`src/rtl/core/skt_pkg.sv`:
```
// shared types and constants of the sorted key table
package skt_pkg;

  localparam int unsigned KEY_W    = 32;
  localparam int unsigned ROW_W    = 64;
  localparam int unsigned POS_W    = 8;
  localparam int unsigned STATUS_W = 3;
  localparam int unsigned LIMIT_W  = 9;
  localparam int unsigned CNT_W    = 9;

  typedef enum logic [1:0] {
    CMD_FIND   = 2'd0,
    CMD_INSERT = 2'd1,
    CMD_DELETE = 2'd2,
    CMD_READ   = 2'd3
  } cmd_e;

  typedef enum logic [STATUS_W-1:0] {
    STS_OK        = 3'd0,
    STS_NOT_FOUND = 3'd1,
    STS_FULL      = 3'd2,
    STS_DUPLICATE = 3'd3,
    STS_RANGE     = 3'd4
  } status_e;

  typedef enum logic [1:0] {
    ST_IDLE,
    ST_CMP,
    ST_UPD
  } state_e;

  // control broadcast from the sequencer to every cell
  typedef struct packed {
    logic cmp_en;
    logic rd_cmd;
    logic ins_en;
    logic del_en;
  } cell_ctrl_t;

endpackage

```
`src/rtl/core/skt_cell.sv`:
```
// one entry of the sorted table: compare against the command key and shift
module skt_cell import skt_pkg::*; (
  input  logic             clk_i,
  input  logic             rst_ni,
  input  cell_ctrl_t       ctrl_i,
  input  logic             valid_i,
  input  logic             pos_hit_i,
  input  logic [KEY_W-1:0] cmd_key_i,
  input  logic [ROW_W-1:0] cmd_row_i,
  input  logic             lt_prev_i,
  input  logic [KEY_W-1:0] left_key_i,
  input  logic [ROW_W-1:0] left_row_i,
  input  logic [KEY_W-1:0] right_key_i,
  input  logic [ROW_W-1:0] right_row_i,
  output logic [KEY_W-1:0] key_o,
  output logic [ROW_W-1:0] row_o,
  output logic             lt_o,
  output logic             eq_o,
  output logic [KEY_W-1:0] sel_key_o,
  output logic [ROW_W-1:0] sel_row_o
);

  logic [KEY_W-1:0] key_q, key_d;
  logic [ROW_W-1:0] row_q, row_d;
  logic             lt_q, eq_q, sel_q;
  logic             lt_d, eq_d, sel_d;

  // compare phase: ordering and match flags of this entry
  always_comb begin
    lt_d  = lt_q;
    eq_d  = eq_q;
    sel_d = sel_q;
    if (ctrl_i.cmp_en) begin
      lt_d  = valid_i && (key_q < cmd_key_i);
      eq_d  = valid_i && (key_q == cmd_key_i);
      sel_d = ctrl_i.rd_cmd ? (valid_i && pos_hit_i) : (valid_i && (key_q == cmd_key_i));
    end
  end

  // update phase: open a gap for insert or close one for delete
  always_comb begin
    key_d = key_q;
    row_d = row_q;
    if (ctrl_i.ins_en) begin
      if (!lt_prev_i) begin
        key_d = left_key_i;
        row_d = left_row_i;
      end else if (!lt_q) begin
        key_d = cmd_key_i;
        row_d = cmd_row_i;
      end
    end else if (ctrl_i.del_en && !lt_q) begin
      key_d = right_key_i;
      row_d = right_row_i;
    end
  end

  always_ff @(posedge clk_i or negedge rst_ni) begin
    if (!rst_ni) begin
      lt_q  <= 1'b0;
      eq_q  <= 1'b0;
      sel_q <= 1'b0;
    end else begin
      lt_q  <= lt_d;
      eq_q  <= eq_d;
      sel_q <= sel_d;
    end
  end

  // entry payload
  always_ff @(posedge clk_i) begin
    key_q <= key_d;
    row_q <= row_d;
  end

  assign key_o     = key_q;
  assign row_o     = row_q;
  assign lt_o      = lt_q;
  assign eq_o      = eq_q;
  assign sel_key_o = sel_q ? key_q : '0;
  assign sel_row_o = sel_q ? row_q : '0;

endmodule

```
`config.mk`:
```
export PLATFORM = sky130hd
export DESIGN_NAME = skt_cell
export DESIGN_NICKNAME = d
export VERILOG_FILES = /design/src/rtl/core/skt_pkg.sv /design/src/rtl/core/skt_cell.sv
export SDC_FILE = /design/constraint.sdc
export NUM_CORES = 1
export LEC_CHECK = 0
export ABC_AREA = 1
export BUFFER_PORTS_ARGS = -buffer_cell sky130_fd_sc_hd__buf_2
export CORE_AREA = 2 2 192 194
export CTS_CLUSTER_DIAMETER = 200
export CTS_CLUSTER_SIZE = 14
export DETAILED_ROUTE_END_ITERATION = 10
export DIE_AREA = 0 0 194 196
export GPL_TIMING_DRIVEN = 0
export PLACE_DENSITY = 0.51
export SLEW_MARGIN = 20
export SYNTH_ARGS = -nofsm -noshare
export SYNTH_HDL_FRONTEND = slang
export SYNTH_SLANG_ARGS = --single-unit
```
`constraint.sdc`:
```
create_clock -name clk_i -period 6.8 [get_ports clk_i]
set_input_delay 0 -clock clk_i [delete_from_list [all_inputs] [get_ports clk_i]]
set_output_delay 0 -clock clk_i [all_outputs]
set_load 0.02 [all_outputs]
```
==> results.cfg <==
[status]
status = finished, final reports clean

[logic_synthesis]
yosys_register_bits = 99
async_reset_ff_share_pct = 3.030
syn_area_per_cell_um2 = 7.438
synth_warnings = 0
yosysSeqAreaShare_pct = 44.68
synth_top_flop_cell = edfxtp_1
synthMostInstantiatedCell = nand2_1
synth_edf_count = 96
synthTopCellsByArea = edfxtp_1 (44%), nand2_1 (13%), o21ai_0 (11%), inv_1 (7.9%), nor2_1 (6.3%)
ys_types = 23
synth_commonest_cells = nand2_1 (235), o21ai_0 (147), inv_1 (139)
syn-num-nets = 1219
synth_top_cell_area_share_pct = 43.55
synth_area_leader_cell = edfxtp_1
synthesis.area_mm2 = 0.006620
synth_cells = 890

[drt]
num_vias = 8533
wl_um = 33680
dr.pass1.iters = 5
drt_iter0_drc = 268
drc = 0
via_per_inst = 4.206
drt-wirelength-per-cell_um = 16.60
ant_nets = 0

[layout]
drive_above_1_share_pct = 34.25
design_area_mm2 = 0.01170
area_delta_synth_final_pct = 76.70
nets = 1884
fillers = 3917

[clocking]
clk_pin_slew_ns = 0.07
cts_resized = 0
clockRootBuffer = clkbuf_16
insertion_delay_ns = 0.37
numCtsBuffers = 9
clock-sinks = 99
cts_max_path_buffers = 2
cts_tree = yes
htreeDepth = 3

[placed_design]
routabilityCongestion = 0.9163
dpl_cell_area_mm2 = 0.009799
io_buffers = 488
dp_slack_ns = 4.620
hpwl_um = 26770

[power_and_ir_drop]
seqPwrFrac_pct = 38.6
p_leak_nw = 6.377
irDropWorstVdd_uv = 118.2
p_int_mw = 1.394
p_per_area_mw_per_mm2 = 186.7
p_clk_share_pct = 24.1
swShare_pct = 36.18
combPwrFrac_pct = 37.3
p_total_mw = 2.184
switchingPower_uw = 790.3

[worst_setup_path]
critPathTopFamily = simple AND/OR/NAND/NOR gates
r2r_setup_slack_ns = 4.60
slowest_stage = dlygate4sd3_1
cp.required_ns = 7.10
crit_buf_inv = 1
rr_endpoint = sel_q
critPathMaxFanout = 3
r2r_start = key_o[7]
start_kind = register
critPathKind = reg2reg
cp_slowest_stage_delay_ns = 0.56
cp_cell_sequence = ha_1, nand2_1, nor2_1, nand2_1, nor2_1, nand3b_1, a21oi_1, dlygate4sd3_1
crit_arrival_ns = 2.50
end_kind = register
reg2reg_depth = 8

[timing]
fin_skew_ns = 0.007237
finalSetupTns_ns = 0
worst_slack_ns = 4.604
fin_crit_sh_pct = 32.29
holdWs_ns = 0.01576
max_freq_ghz = 0.4555
worst_pin_slew_ns = 0.5978
period_needed_ns = 2.196
relSlewSlack_pct = 60.15
drv_slew = 0
finalHoldViolCount = 0
rsz0062_at_grt = no
setup_violations = 0

[die]
die_x_um = 194
placement_rows = 70
io-pin-count = 491
core_mm2 = 0.03608
die_h_um = 196
start_util_pct = 18.35
die-area_mm2 = 0.03802

[hold_path]
min_path_type = in2reg
holdPathStages = 3
hold_end = row_o[12]
hp-start = cmd_row_i[12]

[grt]
grt_pass1_vias = 8587
antenna_found_initial = 1
grt_pass1_wl_um = 49400
grt-ovfl-total = 0
grt_max_degree = 23
grt_usage_pct = 17.22

[flow_run]
drv_cap = 0
## tightest hold or removal path, delay by kind of cell
| family | cells | cell delay [ns] |
|---|---|---|
| buffers and inverters | 1 | 0.08 |
| and+or+nand+nor | 1 | 0.03 |
| AOI/OAI and AO/OA | 1 | 0.14 |
## power groups by stage
stage          clock, mW  sequential, mW  combinational (mW)
2_1_floorplan          0           0.941               0.289
3_3_place_gp           0           0.876               0.696
3_5_place_dp           0           0.858               0.725
4_1_cts            0.551           0.845               0.818
5_1_grt            0.566           0.853               0.888
6_report           0.527           0.843               0.814
## repair_timing
| action | 4_1_cts | 5_1_grt |
|---|---|---|
| hold buffers | 161 | 0 |
| setup buffers | 0 | 0 |
| endpoints found under the hold margin | 98 | 0 |
## through the flow
| stage | util [%] | std cells |
|---|---|---|
| 2_1_floorplan | - | 890 |
| 3_3_place_gp | 26.74 | 1846 |
| 6_report | 32.42 | 2029 |
| 3_5_place_dp | 27.16 | 1851 |
| 4_1_cts | 32.40 | 2027 |
| 5_1_grt | 32.40 | 2027 |
## flip-flops by register name, indices dropped and copies added, names as in the netlist
signal	count
sel_q	1
lt_o	1
eq_o	1
row_o	64
key_o	32
## worst max path at each step
stage | start | endpoint | depth (start not counted)
2_1_floorplan | lt_o | key_o[0] | 1
3_3_place_gp | ctrl_i[1] | row_o[30] | 4
4_1_cts | key_o[1] | sel_q | 8
3_5_place_dp | ctrl_i[1] | row_o[30] | 7
6_report | key_o[7] | sel_q | 8
5_1_grt | key_o[1] | sel_q | 8
## cell usage in the layout, fill, tap and decap left out, types with 2 or more instances in the layout
cell             n
clkbuf_1        28
buf_4            7
edfxtp_1        96
buf_6            3
buf_2          497
buf_16           5
nand2_1        235
o21ai_1         47
clkbuf_16        9
buf_8            4
nand3_1          6
dlygate4sd3_1  161
clkinv_1         2
inv_6            2
nand4_1          2
a21oi_1         13
inv_1          139
o21ai_0        147
nor2_1         111
clkinv_2         2
dfrtp_1          3
a21o_1           2
ha_1            32
diode_2          2
## cell families (layout without fill, tap and decap cells)
group | after synthesis | count (layout) | synth area share (%)
buffers and inverters | 194 | 863 | 12.93
and+or+nand+nor | 355 | 355 | 20.37
other | 0 | 2 | 0
AOI/OAI and AO/OA | 210 | 210 | 15.97
adders and majority gates | 32 | 32 | 6.048
DFF | 99 | 99 | 44.68
## layout make-up
| class | count | area [µm²] | area share (%) |
|---|---|---|---|
| clock inverter | 6 | 56.30 | 0.4813 |
| tap | 468 | 585.6 | 5.006 |
| buffer | 53 | 321.6 | 2.749 |
| antenna | 2 | 5.005 | 0.04279 |
| timing repair buffer | 654 | 4192 | 35.83 |
| inverter | 141 | 534.3 | 4.567 |
| clock buffer | 9 | 225.2 | 1.925 |
| sequential | 99 | 2958 | 25.29 |
| multi-input combinational | 597 | 2820 | 24.11 |
## routing by layer
layer  part of all wire [%]  wire length [µm]  vias up  track usage, %
met1                     39             13200     3905           19.43
met2                     50             16960      396           30.92
met3                    6.6              2211       57           3.473
met5                      0                 0        -               0
met4                    3.9              1312        0           8.446
li1                       -                 -     4175               -
Power figures use the tool's default switching activity.
